==> config.mk <==
export PLATFORM = sky130hd
export DESIGN_NAME = qrs_sqrt_cell
export DESIGN_NICKNAME = d
export VERILOG_FILES = /design/src/hw/rtl/qrs_sqrt_cell.sv
export SDC_FILE = /design/constraint.sdc
export NUM_CORES = 1
export LEC_CHECK = 0
export BUFFER_PORTS_ARGS = -buffer_cell sky130_fd_sc_hd__buf_2
export CELL_PAD_IN_SITES_DETAIL_PLACEMENT = 0
export CELL_PAD_IN_SITES_GLOBAL_PLACEMENT = 1
export CORE_ASPECT_RATIO = 1.25
export CORE_MARGIN = 5
export CORE_UTILIZATION = 39
export DETAILED_ROUTE_END_ITERATION = 6
export MAX_ROUTING_LAYER = met4
export PLACE_DENSITY = 0.83
export RECOVER_POWER = 50
export SLEW_MARGIN = 20
export SYNTH_ARGS = -nofsm -noshare
export SYNTH_HDL_FRONTEND = slang
export SYNTH_SLANG_ARGS = --single-unit
==> constraint.sdc <==
create_clock -name clk -period 0.81 [get_ports clk]
set_input_delay 0.0405 -clock clk [delete_from_list [all_inputs] [get_ports clk]]
set_output_delay 0.0405 -clock clk [all_outputs]
set_load 0.005 [all_outputs]
==> src/hw/rtl/qrs_sqrt_cell.sv <==
// One root bit of the square root chain.
`default_nettype none
module qrs_sqrt_cell #(
	parameter int DW  = 66,
	parameter int RW  = 33,
	parameter int PW  = 8,
	parameter int IDX = 0
) (
	input  wire logic          clk,
	input  wire logic          arst_n,
	input  wire logic          en,
	input  wire logic          valid_i,
	input  wire logic [DW-1:0] rem_i,
	input  wire logic [RW-1:0] root_i,
	input  wire logic [PW-1:0] pass_i,
	output logic               valid_o,
	output logic [DW-1:0]      rem_o,
	output logic [RW-1:0]      root_o,
	output logic [PW-1:0]      pass_o
);
	logic [DW-1:0] trial;
	logic          fits;

	assign trial = (DW'(root_i) << (IDX+1)) | (DW'(1) << (2*IDX));
	assign fits  = rem_i >= trial;

	always_ff @(posedge clk or negedge arst_n) begin
		if (!arst_n) begin
			valid_o <= 1'b0;
		end else if (en) begin
			valid_o <= valid_i;
		end
	end

	always_ff @(posedge clk) begin
		if (en) begin
			rem_o  <= fits ? rem_i - trial : rem_i;
			root_o <= fits ? (root_i | (RW'(1) << IDX)) : root_i;
			pass_o <= pass_i;
		end
	end

endmodule
`default_nettype wire

==> reports/metrics.cfg <==
[layout]
regArea_um2=3240
stdcell_area_um2=11500
multi_input_area_um2=3650
nFillCells=1282
syn_to_final_growth_pct=74.3
drive_above_1_share_pct=48.6
nets=1307

[critical_path]
cp_common_cell=buf_6
critPathKind=in -> reg
slowest_stage=or4_4
worst-path-max-fanout=5
cpPeakStageDelay_ps=540
crit_arrival_ps=2710
end_kind=flop
start_kind=primary input
crit_chain=buf_6, or4_4, or3_4, buf_6, or3_4, o311ai_4, buf_4, buf_6, nand3b_4, nor4_4, xor2_1
worst_ep_required_time_ps=910

[logic_synthesis]
yosysWarningCount=0
synth_commonest_cells=edfxtp_1 (107), nand2_1 (77), o21ai_0 (57)
postSynthAreaPerCell_um2=10.2
yosys.cell_types.count=60
synthFlopType=edfxtp_1
yosysMostFrequentCell=edfxtp_1
synth_fp_nets=795
yosys.area.top_type=edfxtp_1
syn-cell-area_um2=6610
yosysSeqAreaShare_pct=49.0
async_flop_share_pct=0.926
synthTopCellsByArea=edfxtp_1 (49%), ha_1 (6.4%), xor2_1 (4.9%), nand2_1 (4.4%), o21ai_0 (4.3%)
synth-edff-count=107
synth_seq_cells=108
postSynthCellCount=649
synth_top_area_share_pct=48.6

[cts]
cts_sinks=108
cts_buffers=9
cts_htree_levels=3
clk_latency_ps=360
cts_tree=yes
cts.clk_slew.worst_paths_ps=70
cts-root-buf=clkbuf_16
cts_max_path_buffers=2

[power]
vdd_drop_max_v=0.000954
p_leak_nw=5.02
power_density_nw_per_um2=1450
total_power_mw=16.7

[grt]
antenna_found_initial=3
grt_max_degree=55
grt.overflow.total=0
grt_pass1_vias=7319
grt_pass1_wl_um=35600
track_usage_pct=23.4

[sta]
post-route-period-util_pct=322
fin_worst_skew_ps=0
clock.fmax_mhz=383
finalHoldViolCount=2
tns_ps=-125050
holdWs_ps=-5.90
setup_violations=175
rsz0062_at_grt=yes
relSlewSlack_pct=44.2
finalCriticalPeriod_ps=2610
drv_slew=0
worstMarginPinSlew_ps=836
fin_ws_ps=-1800

[place]
place_hpwl_um=17200
port_buffers=218
globalplace.congestion=0.893
post_dp_cell_area_um2=9560

[detailed_routing]
wire_per_inst_um=17.0
routed_via_density=5.07
antenna_left=0
drc=0
totalWireLength_um=23600
vias=7045
firstDrtPassIters=5
drt_iter0_drc=342

[outcome]
violations=negative hold slack, negative setup slack
run_status=finished, violations left

[run]
cap_violations=0

[hold_path]
hold_class=in -> reg

[floorplan]
ioPinCount=219
core_area_um2=16700
die_x_um=126
fp.dieArea_um2=19700
start_util_pct=39.5
fp-row-count=53
fp.dieH_um=156

state kept, by name, summed over array words and instances (netlist names):
signal   cells
pass_o       8
rem_o       66
root_o      33
valid_o      1
cells in the final DEF, fill, tap and decap left out, types with 6 or more instances in the layout:
master,Yosys,layout
a21o_1,8,8
a21oi_1,43,43
buf_12,0,7
buf_2,5,215
buf_4,0,200
buf_6,1,18
buf_8,0,6
clkbuf_16,0,11
dlygate4sd3_1,0,71
edfxtp_1,107,107
ha_1,34,34
inv_1,40,40
nand2_1,77,59
nand2_2,0,13
nand2b_1,6,6
nand3_1,10,9
nand4_1,13,13
nor2_1,34,32
nor3_1,27,14
nor3_2,0,9
nor4_4,1,9
o21ai_0,57,26
o21ai_2,0,25
o21bai_1,8,8
or3_1,9,8
or4_1,8,8
xnor2_1,26,25
xor2_1,37,37
timing repair:
| item | CTS | global route |
|---|---|---|
| gates resized for setup | 110 | 54 |
| buffers inserted | 21 | 5 |
| cloned | 7 | 3 |
| hold buffers | 65 | 6 |
| setup endpoints to repair | 175 | 175 |
| pin swaps | 29 | 35 |
| endpoints found under the hold margin | 65 | 6 |
per-stage QoR:
stage          setup slack, ps  util, %  std cells
6_report                 -1800     68.9       1389
3_3_place_gp             -2220     57.2       1266
4_1_cts                  -1790     67.1       1375
3_5_place_dp             -2250     57.2       1266
5_1_grt                  -1880     68.9       1389
2_1_floorplan            -2040        -        649
power breakdown:
part	switching, mW	leakage (nW)	internal (mW)
clock	2.07	0.143	2.49
combinational	2.43	3.82	2.70
sequential	0.145	1.06	6.88
layout make-up:
class	count	area share, %
multi-input cells	477	31.7
clock inverters	4	0.446
clock buffers	12	2.14
well taps	220	2.39
diodes	3	0.0652
flip-flops and latches	108	28.1
inverters	40	1.30
repair buffers	525	33.8
worst paths after layout:
path                            cells after the start  slack [ps]           startpoint                  end
worst max register to register                      1          70  valid_o$_DFFE_PN0P_  valid_o$_DFFE_PN0P_
min in group asynchronous                           3         500               arst_n  valid_o$_DFFE_PN0P_
max in group asynchronous                           3         210               arst_n  valid_o$_DFFE_PN0P_
worst min-delay path                                3          -6            rem_i[17]  rem_o[17]$_DFFE_PP_
worst min register to register                      1         510  valid_o$_DFFE_PN0P_  valid_o$_DFFE_PN0P_
worst max-delay path                               11       -1800            rem_i[52]  rem_o[50]$_DFFE_PP_
worst max-delay path, delay by kind of cell:
kind | cells | cell delay [ps]
AO/OA/AOI/OAI | 1 | 330
AND/OR/NAND/NOR | 5 | 1740
XOR/XNOR | 1 | 90
buffers and inverters | 4 | 490
routing by layer:
layer	part of all wire [%]	vias up	global-route usage [%]
li1	-	3416	-
met1	38	3307	24.4
met2	53	247	43.1
met3	5.3	75	3.74
met4	4.0	0	10.3
met5	0	-	-
logic make-up after synthesis:
logic type,share of synthesized area [%]
AND/OR/NAND/NOR,17.8
adder cells (fa/ha/maj),6.74
XOR/XNOR,8.35
multiplexers,0.511
buffers and inverters,3.90
flip-flops,49.0
AO/OA/AOI/OAI,13.7
Note: power is estimated with default switching activity, not from simulation.
