File: src/hw/rtl/qrs_div_cell.sv
// One quotient bit of a restoring divider chain.
`default_nettype none
module qrs_div_cell #(
	parameter int NW  = 50,
	parameter int DNW = 33,
	parameter int PW  = 1
) (
	input  wire logic           clk,
	input  wire logic           arst_n,
	input  wire logic           en,
	input  wire logic           valid_i,
	input  wire logic [NW-1:0]  num_i,
	input  wire logic [DNW-1:0] den_i,
	input  wire logic [DNW-1:0] rem_i,
	input  wire logic [NW-1:0]  quo_i,
	input  wire logic [PW-1:0]  pass_i,
	output logic                valid_o,
	output logic [NW-1:0]       num_o,
	output logic [DNW-1:0]      den_o,
	output logic [DNW-1:0]      rem_o,
	output logic [NW-1:0]       quo_o,
	output logic [PW-1:0]       pass_o
);
	logic [DNW:0] part;
	logic [DNW:0] diff;
	logic         ge;

	assign part = {rem_i, num_i[NW-1]};
	assign diff = part - {1'b0, den_i};
	assign ge   = part >= {1'b0, den_i};

	always_ff @(posedge clk or negedge arst_n) begin
		if (!arst_n) begin
			valid_o <= 1'b0;
		end else if (en) begin
			valid_o <= valid_i;
		end
	end

	always_ff @(posedge clk) begin
		if (en) begin
			num_o  <= num_i << 1;
			den_o  <= den_i;
			rem_o  <= ge ? diff[DNW-1:0] : part[DNW-1:0];
			quo_o  <= {quo_i[NW-2:0], ge};
			pass_o <= pass_i;
		end
	end

endmodule
`default_nettype wire

File: config.mk
export PLATFORM = sky130hd
export DESIGN_NAME = qrs_div_cell
export DESIGN_NICKNAME = d
export VERILOG_FILES = /design/src/hw/rtl/qrs_div_cell.sv
export SDC_FILE = /design/constraint.sdc
export NUM_CORES = 1
export LEC_CHECK = 0
export ABC_AREA = 1
export BUFFER_PORTS_ARGS = -buffer_cell sky130_fd_sc_hd__buf_2
export CORE_MARGIN = 5
export CORE_UTILIZATION = 44
export CTS_CLUSTER_SIZE = 8
export DETAILED_ROUTE_END_ITERATION = 7
export GPL_ROUTABILITY_DRIVEN = 0
export HOLD_SLACK_MARGIN = 0.1
export PLACE_DENSITY_LB_ADDON = 0.1
export SYNTH_ARGS = -nofsm -noshare
export SYNTH_HDL_FRONTEND = slang
export SYNTH_SLANG_ARGS = --single-unit
File: constraint.sdc
create_clock -name clk -period 0.8 [get_ports clk]
set_input_delay 0.12 -clock clk [delete_from_list [all_inputs] [get_ports clk]]
set_output_delay 0.12 -clock clk [all_outputs]
set_load 0.1 [all_outputs]
==> results.yml, run 1 <==
synth:
  yosysSeqAreaShare_pct: 60.02
  synth_top_family_by_area: "simple AND/OR/NAND/NOR gates"
  synth_cell_types: 33
  syn_area_per_cell_um2: 9.831
  synth-seq-cells: 167
  syn-cell-area_um2: 8347
  ys_warn_count: 0
  synthXorXnorAreaFrac_pct: 1.469
  synth_simple_gate_area_share_pct: 23.49
  synth-compound-area-share_pct: 1.499
  synth_fa_ha_area_share_pct: 5.187
  syn-num-nets: 1054
  muxShareOfSynthArea_pct: 0.1349
  syn_inst: 849
grt:
  grt_max_degree: 50
  antenna_found_initial: 16
  grtUsageTotal_pct: 88.84
  gr-total-overflow: 759
timing:
  worst_endpoint_kind: "register data pin"
  worstEndpointGrtRepair: "rem_o[20]$_DFFE_PP_/D"
placed_design:
  dp_hpwl_mm: 23.68
  port_buffers: 336
  dp.cells: 1521
  dpl_cell_area_um2: 14120
  pre_cts_ws_ns: -1.285
die:
  ios: 339
  die_x_um: 147.7
  initial_core_util_pct: 44.62
  rows: 50
  die_h_um: 147.7
cts:
  cts-root-buf: "clkbuf_16"
  clock_tree.buffer_depth: 2
  cts_sinks: 167
  cts_buffers: 17
  cts-htree-levels: 4
status:
  status: "stopped before the end"
  firstError: "[ERROR GRT-0232] Routing congestion too high. Check the congestion heatmap in the GUI."
  failing_step: "global routing"
metal layers:
metal	overflow	global-route usage, %
met5	1	31.59
met4	239	98.23
met3	9	75.97
met1	13	82.48
met2	497	106.9
cell families after synthesis:
group | count (synthesis)
compound gates | 24
xor+xnor | 14
fa+ha+maj | 34
buf+inv | 170
flops | 167
mux | 1
other cells | 1
simple gates | 438
synth_stat cells:
master    count  area share [%]
a21o_1        2            0.18
nand2_1     289              13
edfxtp_1    166              60
buf_12        1            0.24
nand3b_1     10            0.90
or2_2         2            0.15
and3_1        1           0.075
nand2_4       1            0.13
nor2_2        4            0.30
o21ai_0       1           0.060
nand4_1       2            0.15
nor2_4        2            0.27
buf_4         1           0.090
nor3_1        8            0.48
nor2_1       35             1.6
dfrtp_1       1            0.30
buf_2         6            0.36
inv_2         5            0.22
fa_1          1            0.24
ha_1         33             4.9
nand2_8       1            0.24
nand2_2       6            0.45
nand3_2      15             1.8
inv_1       155             7.0
mux2_2        1            0.13
xor2_1       13             1.4
xnor2_1       1            0.10
conb_1        1           0.045
and2_1        5            0.37
nor3_2        3            0.36
a21oi_1      21             1.3
buf_6         2            0.27
nand3_1      54             3.2
through the flow:
stage / hold WS (ns) / TNS, ns
4_1_cts: 0.08975 / -85.08
3_5_place_dp: -0.1028 / -58.62
3_3_place_gp: -0.1047 / -58.21
2_1_floorplan: -0.1756 / -65.24
timing repair:
item / in CTS
setup endpoints to repair: 202
resized for setup: 174
pin swaps: 66
hold buffers: 160
gates cloned: 3
hold endpoints to repair: 161
buffers inserted: 23
==> run 2: changes to the inputs <==
CORE_UTILIZATION = 35   (was 44)
CTS_CLUSTER_SIZE = not set   (was 8)
HOLD_SLACK_MARGIN = not set   (was 0.1)
PLACE_DENSITY_LB_ADDON = 0.15   (was 0.1)
clock period = 1 ns   (was 0.8 ns; I/O delays follow)
==> results.yml, run 2 <==
drt:
  ant_nets: 0
  first_iter_violations: 529
  drt_pass1_iterations: 5
  vias: 8347
  route.detailed.wl_per_inst_um: 18.31
  postRouteWirelength_mm: 33.34
  route.detailed.drc: 0
  vias_per_cell: 4.584
synth:
  synth-seq-cells: 167
  synth-compound-area-share_pct: 1.499
  yosysSeqAreaShare_pct: 60.02
  synthXorXnorAreaFrac_pct: 1.469
  synth_fa_ha_area_share_pct: 5.187
  syn_area_per_cell_um2: 9.831
  syn-num-nets: 1054
  synthTopCellsByCount: "nand2_1 (289), edfxtp_1 (166), inv_1 (155)"
  synthArstFlopShare_pct: 0.5988
  synth_edf_count: 166
  synth.most_common_cell: "nand2_1"
  yosys.area.top_type_share_pct: 59.72
  ys_warn_count: 0
  synth_top_family_by_area: "simple AND/OR/NAND/NOR gates"
  syn-cell-area_um2: 8347
  synth.area.top_cells: "edfxtp_1 (60%), nand2_1 (13%), inv_1 (7.0%)"
  syn_inst: 849
  synth_simple_gate_area_share_pct: 23.49
  yosysTopAreaCell: "edfxtp_1"
  ys.flop_type: "edfxtp_1"
  synth_cell_types: 33
  muxShareOfSynthArea_pct: 0.1349
finish:
  final_cell_mix: "nand2_1 (218), buf_12 (179), edfxtp_1 (166), buf_2 (145), buf_4 (136)"
  area_growth_pct: 109.2
  regMostFlops: "quo_o"
  final_util_pct: 74.38
  mostFrequentLayoutCell: "nand2_1"
  drive_above_1_share_pct: 51.60
  reg_top3: "quo_o (50), num_o (49)"
  largest_register_ffs: 50
  final_area_um2: 17460
  nNetsFinal: 1690
placed_design:
  port_buffers: 336
  dpl_cell_area_um2: 14240
  dp_hpwl_mm: 23.80
cts:
  cts_buffers: 17
  cts_sinks: 167
  cts-htree-levels: 4
  clock_tree.buffer_depth: 2
  cts-root-buf: "clkbuf_16"
  clkLatencyLatePin_ns: 0.43
  clkTransAtPathRegs_ns: 0.08
  cts_tree: "done"
power_and_ir_drop:
  p_per_area_nw_per_um2: 1586
  ir_worst_vdd_uv: 930.2
  power.leakage_nw: 8.045
timing:
  final.setup.worst_slack_ns: -0.4958
  max_freq_mhz: 668.6
  final_max_slew_viol_count: 0
  finalCriticalPeriod_ns: 1.496
  setup_tns_ns: -48.55
  grt_setup_unrepaired: "true"
  fin_skew_ns: 0
  post-route-period-util_pct: 149.6
  hold_viol_final: 0
  hold_slack_ns: 0.008835
  setup-violations-final: 201
die:
  core_um2: 23470
  fp.dieArea_um2: 27040
  die_x_um: 164.4
  ios: 339
  rows: 56
  initial_core_util_pct: 35.56
  die_h_um: 164.4
status:
  violations: "negative setup slack"
  status: "complete, but fails checks"
worst_hold_path:
  hold_class: "in -> reg"
worst_setup_path:
  ff2ff_setup_slack_ns: 0.14
  path_max_fanout: 4
  crit_slowest_cell: "ha_4"
  critPathLaunchType: "input port"
  arrival_ns: 1.69
  path_cells: "buf_8 -> inv_4 -> ha_4 -> nand2_4 -> nor2_4 -> nand2_2 -> nor3_4 -> nand2_2 -> nand2_2 -> nor2_4 -> buf_6 -> clkbuf_16 -> nand3_1 -> nand2_1"
  crit_type: "in -> reg"
  crit_start: "den_i[25]"
  crit_top_cell: "nand2_2"
  cpLargestDelayFamily: "simple AND/OR/NAND/NOR gates"
  cp-end-kind: "flop"
  r2r-start: "valid_o"
  cp_num_cells: 14
  crit_required_ns: 1.19
  crit_buf_inv: 4
  cpPeakStageDelay_ns: 0.28
  crit_end: "rem_o[1]"
  r2r_cells: 1
  r2r-end: "valid_o"
grt:
  grt_pass1_wl_mm: 47.83
  grtUsageTotal_pct: 23.56
  antenna_found_initial: 5
  first_global_vias: 8334
  grt_max_degree: 22
  gr-total-overflow: 0
run:
  maxCapViolations: 0
run 2: where the power goes:
part           internal (mW)  total [mW]  switching, mW
logic                   4.66        12.0           7.36
clock network           3.34        6.60           3.26
registers               8.51        9.06          0.548
total                   16.5        27.7           11.2
run 2: what timing repair did:
action                     in CTS  in global routing
setup endpoints to repair     201                201
cloned                          3                  2
gates resized for setup       148                111
setup buffers                  22                 15
pin swaps                      48                 47
hold buffers                  135                  0
hold endpoints to repair      134                  0
run 2: area by class of cell:
type	count	area (µm²)
timing repair buffer	626	7113
fill	1527	6013
sequential	167	5014
multi-input combinational	513	3717
inverter	160	628.1
clock buffer	17	425.4
tap	319	399.1
clock inverter	15	152.6
antenna	4	10.01
run 2: per-stage QoR:
| stage | total power, mW | worst slack (ns) | cells |
|---|---|---|---|
| global route | 28.65 | -0.5510 | 1821 |
| finish | 27.68 | -0.4958 | 1821 |
| global placement | 19.79 | -1.005 | 1608 |
| floorplan | 15.29 | -0.6711 | 849 |
| CTS | 27.45 | -0.4472 | 1800 |
| detailed placement | 19.90 | -1.052 | 1608 |
run 2: kinds of logic after synthesis:
group | Yosys count
simple gates | 438
buf+inv | 170
flops | 167
fa+ha+maj | 34
compound gates | 24
xor+xnor | 14
other cells | 1
mux | 1
run 2: worst min-delay path by stage:
stage | cells after the start | from | to | slack, ns
6_report | 3 | rem_i[26] | rem_o[27] | 0.009
5_1_grt | 3 | rem_i[28] | rem_o[29] | 0.01
4_1_cts | 3 | rem_i[29] | rem_o[30] | 0.02
3_5_place_dp | 1 | arst_n | valid_o | -0.07
3_3_place_gp | 1 | arst_n | valid_o | -0.07
2_1_floorplan | 0 | arst_n | valid_o | -0.15
run 2: per-layer routing:
| metal | share of wire, % | GRT usage (%) | vias to the layer above |
|---|---|---|---|
| met5 | 0.039 | 0 | - |
| met4 | 3.1 | 7.826 | 2 |
| met3 | 6.8 | 5.740 | 58 |
| met2 | 52 | 43.04 | 305 |
| met1 | 38 | 26.99 | 3964 |
| li1 | - | - | 4018 |
Note: power is estimated with default switching activity, not from simulation.
==> run 3: changes to the inputs <==
PLACE_DENSITY_LB_ADDON = not set   (was 0.15)
==> results.yml, run 3 (synthesized netlist as in run 2, its figures left out) <==
grt:
  antenna_found_initial: 2
  gr-total-overflow: 0
  first_global_vias: 8326
  grtUsageTotal_pct: 23.40
  grt_max_degree: 61
  grt_pass1_wl_mm: 47.47
power_and_ir_drop:
  p_per_area_nw_per_um2: 1632
  ir_worst_vdd_uv: 951.6
  power.leakage_nw: 7.751
drt:
  postRouteWirelength_mm: 32.99
  drt_pass1_iterations: 5
  first_iter_violations: 501
  route.detailed.wl_per_inst_um: 18.57
  route.detailed.drc: 0
  vias: 8105
  vias_per_cell: 4.564
  ant_nets: 0
finish:
  nNetsFinal: 1647
  final_cell_mix: "nand2_1 (217), buf_12 (174), edfxtp_1 (166), buf_2 (157), dlygate4sd3_1 (134)"
  largest_register_ffs: 50
  final_util_pct: 71.64
  drive_above_1_share_pct: 47.84
  mostFrequentLayoutCell: "nand2_1"
  regMostFlops: "quo_o"
  area_growth_pct: 101.5
  stdcell_count: 1776
  reg_top3: "quo_o (50), num_o (49)"
worst_setup_path:
  crit_required_ns: 1.19
  crit_top_cell: "nand3_2"
  r2r-start: "valid_o"
  cpPeakStageDelay_ns: 0.38
  path_max_fanout: 7
  arrival_ns: 1.69
  cp-end-kind: "flop"
  path_cells: "buf_8 -> inv_12 -> ha_4 -> inv_4 -> fa_2 -> nand3_2 -> nand3_2 -> nand2_2 -> nand2_4 -> nand2_4 -> nand2_8 -> clkbuf_16 -> nand3_2 -> nand2_1"
  critPathLaunchType: "input port"
  crit_end: "rem_o[2]"
  crit_slowest_cell: "fa_2"
  r2r-end: "valid_o"
  r2r_cells: 1
  crit_start: "num_i[49]"
  crit_type: "in -> reg"
  ff2ff_setup_slack_ns: 0.13
cts:
  cts_buffers: 17
  clock_tree.buffer_depth: 2
  clkLatencyLatePin_ns: 0.42
  cts_sinks: 167
  cts-htree-levels: 4
  cts-root-buf: "clkbuf_16"
  cts_tree: "done"
  clkTransAtPathRegs_ns: 0.08
placed_design:
  dp_hpwl_mm: 23.14
  port_buffers: 336
  dp.cells: 1585
timing:
  finalCriticalPeriod_ns: 1.493
  setup-violations-final: 201
  hold_slack_ns: 0.009289
  hold_viol_final: 0
  fin_skew_ns: 0
  grt_setup_unrepaired: "true"
  max_freq_mhz: 669.6
  final.setup.worst_slack_ns: -0.4935
  post-route-period-util_pct: 149.3
  final_max_slew_viol_count: 0
die:
  die_h_um: 164.4
  rows: 56
  initial_core_util_pct: 35.56
  die_x_um: 164.4
  ios: 339
  fp.dieArea_um2: 27040
  core_um2: 23470
worst_hold_path:
  hold_class: "in -> reg"
run:
  maxCapViolations: 0
status:
  status: "complete, but fails checks"
  violations: "negative setup slack"
-- run 3: cell types whose count changed in the layout (fill, tap and decap cells not counted), moves of 11 or more --
| cell | previous run | this run |
|---|---|---|
| buf_2 | 145 | 157 |
| nand3_2 | 42 | 22 |
| inv_2 | 40 | 29 |
| nand3_1 | 24 | 43 |
| buf_4 | 136 | 102 |
| inv_1 | 113 | 125 |
-- run 3: worst min-delay path by stage --
stage,depth (start not counted),slack [ns],end,from
floorplan,0,-0.15,valid_o,arst_n
global placement,1,-0.08,valid_o,arst_n
detailed placement,1,-0.07,valid_o,arst_n
CTS,1,0.002,quo_o[41],en
global route,1,0.004,quo_o[41],en
finish,1,0.009,quo_o[41],en
-- run 3: what timing repair did --
action,in CTS,in global routing
hold endpoints to repair,134,0
hold buffers,134,0
gates cloned,1,1
setup endpoints to repair,201,201
buffers inserted,9,14
resized for setup,100,90
pin swaps,19,33
-- run 3: final cells by class --
class / instances / area, µm²
Clock buffer: 17 / 425.4
Tap cell: 319 / 399.1
Antenna cell: 2 / 5.005
Clock inverter: 15 / 155.1
Timing Repair Buffer: 584 / 6609
Multi-Input combinational cell: 512 / 3583
Inverter: 160 / 625.6
Sequential cell: 167 / 5014
Fill cell: 1571 / 6656
-- run 3: metal layers --
metal / up-vias / track usage, % / share of wire (%)
li1: 3926 / - / -
met1: 3831 / 25.72 / 36
met2: 296 / 43.99 / 53
met3: 52 / 6.289 / 8.2
met4: 0 / 6.957 / 2.7
met5: - / 0 / 0
-- run 3: stage by stage --
| stage | total power [mW] | TNS [ns] | area (µm²) | setup WS [ns] |
|---|---|---|---|---|
| floorplan | 15.29 | -31.04 | 8780 | -0.6711 |
| global placement | 19.71 | -31.87 | 14060 | -1.004 |
| detailed placement | 19.81 | -32.86 | 14060 | -1.025 |
| CTS | 27.15 | -49.08 | 16360 | -0.4394 |
| global route | 28.42 | -55.54 | 16820 | -0.5554 |
| finish | 27.44 | -48.18 | 16820 | -0.4935 |
-- run 3: critical path: cells and delay by family --
family | cells | cell delay (ns)
fa+ha+maj | 2 | 0.50
buf+inv | 4 | 0.37
simple gates | 8 | 0.66
-- run 3: where the power goes --
group	switching, mW	internal [mW]	total [mW]
clock	3.25	3.34	6.60
combinational	7.29	4.49	11.8
sequential	0.552	8.51	9.07
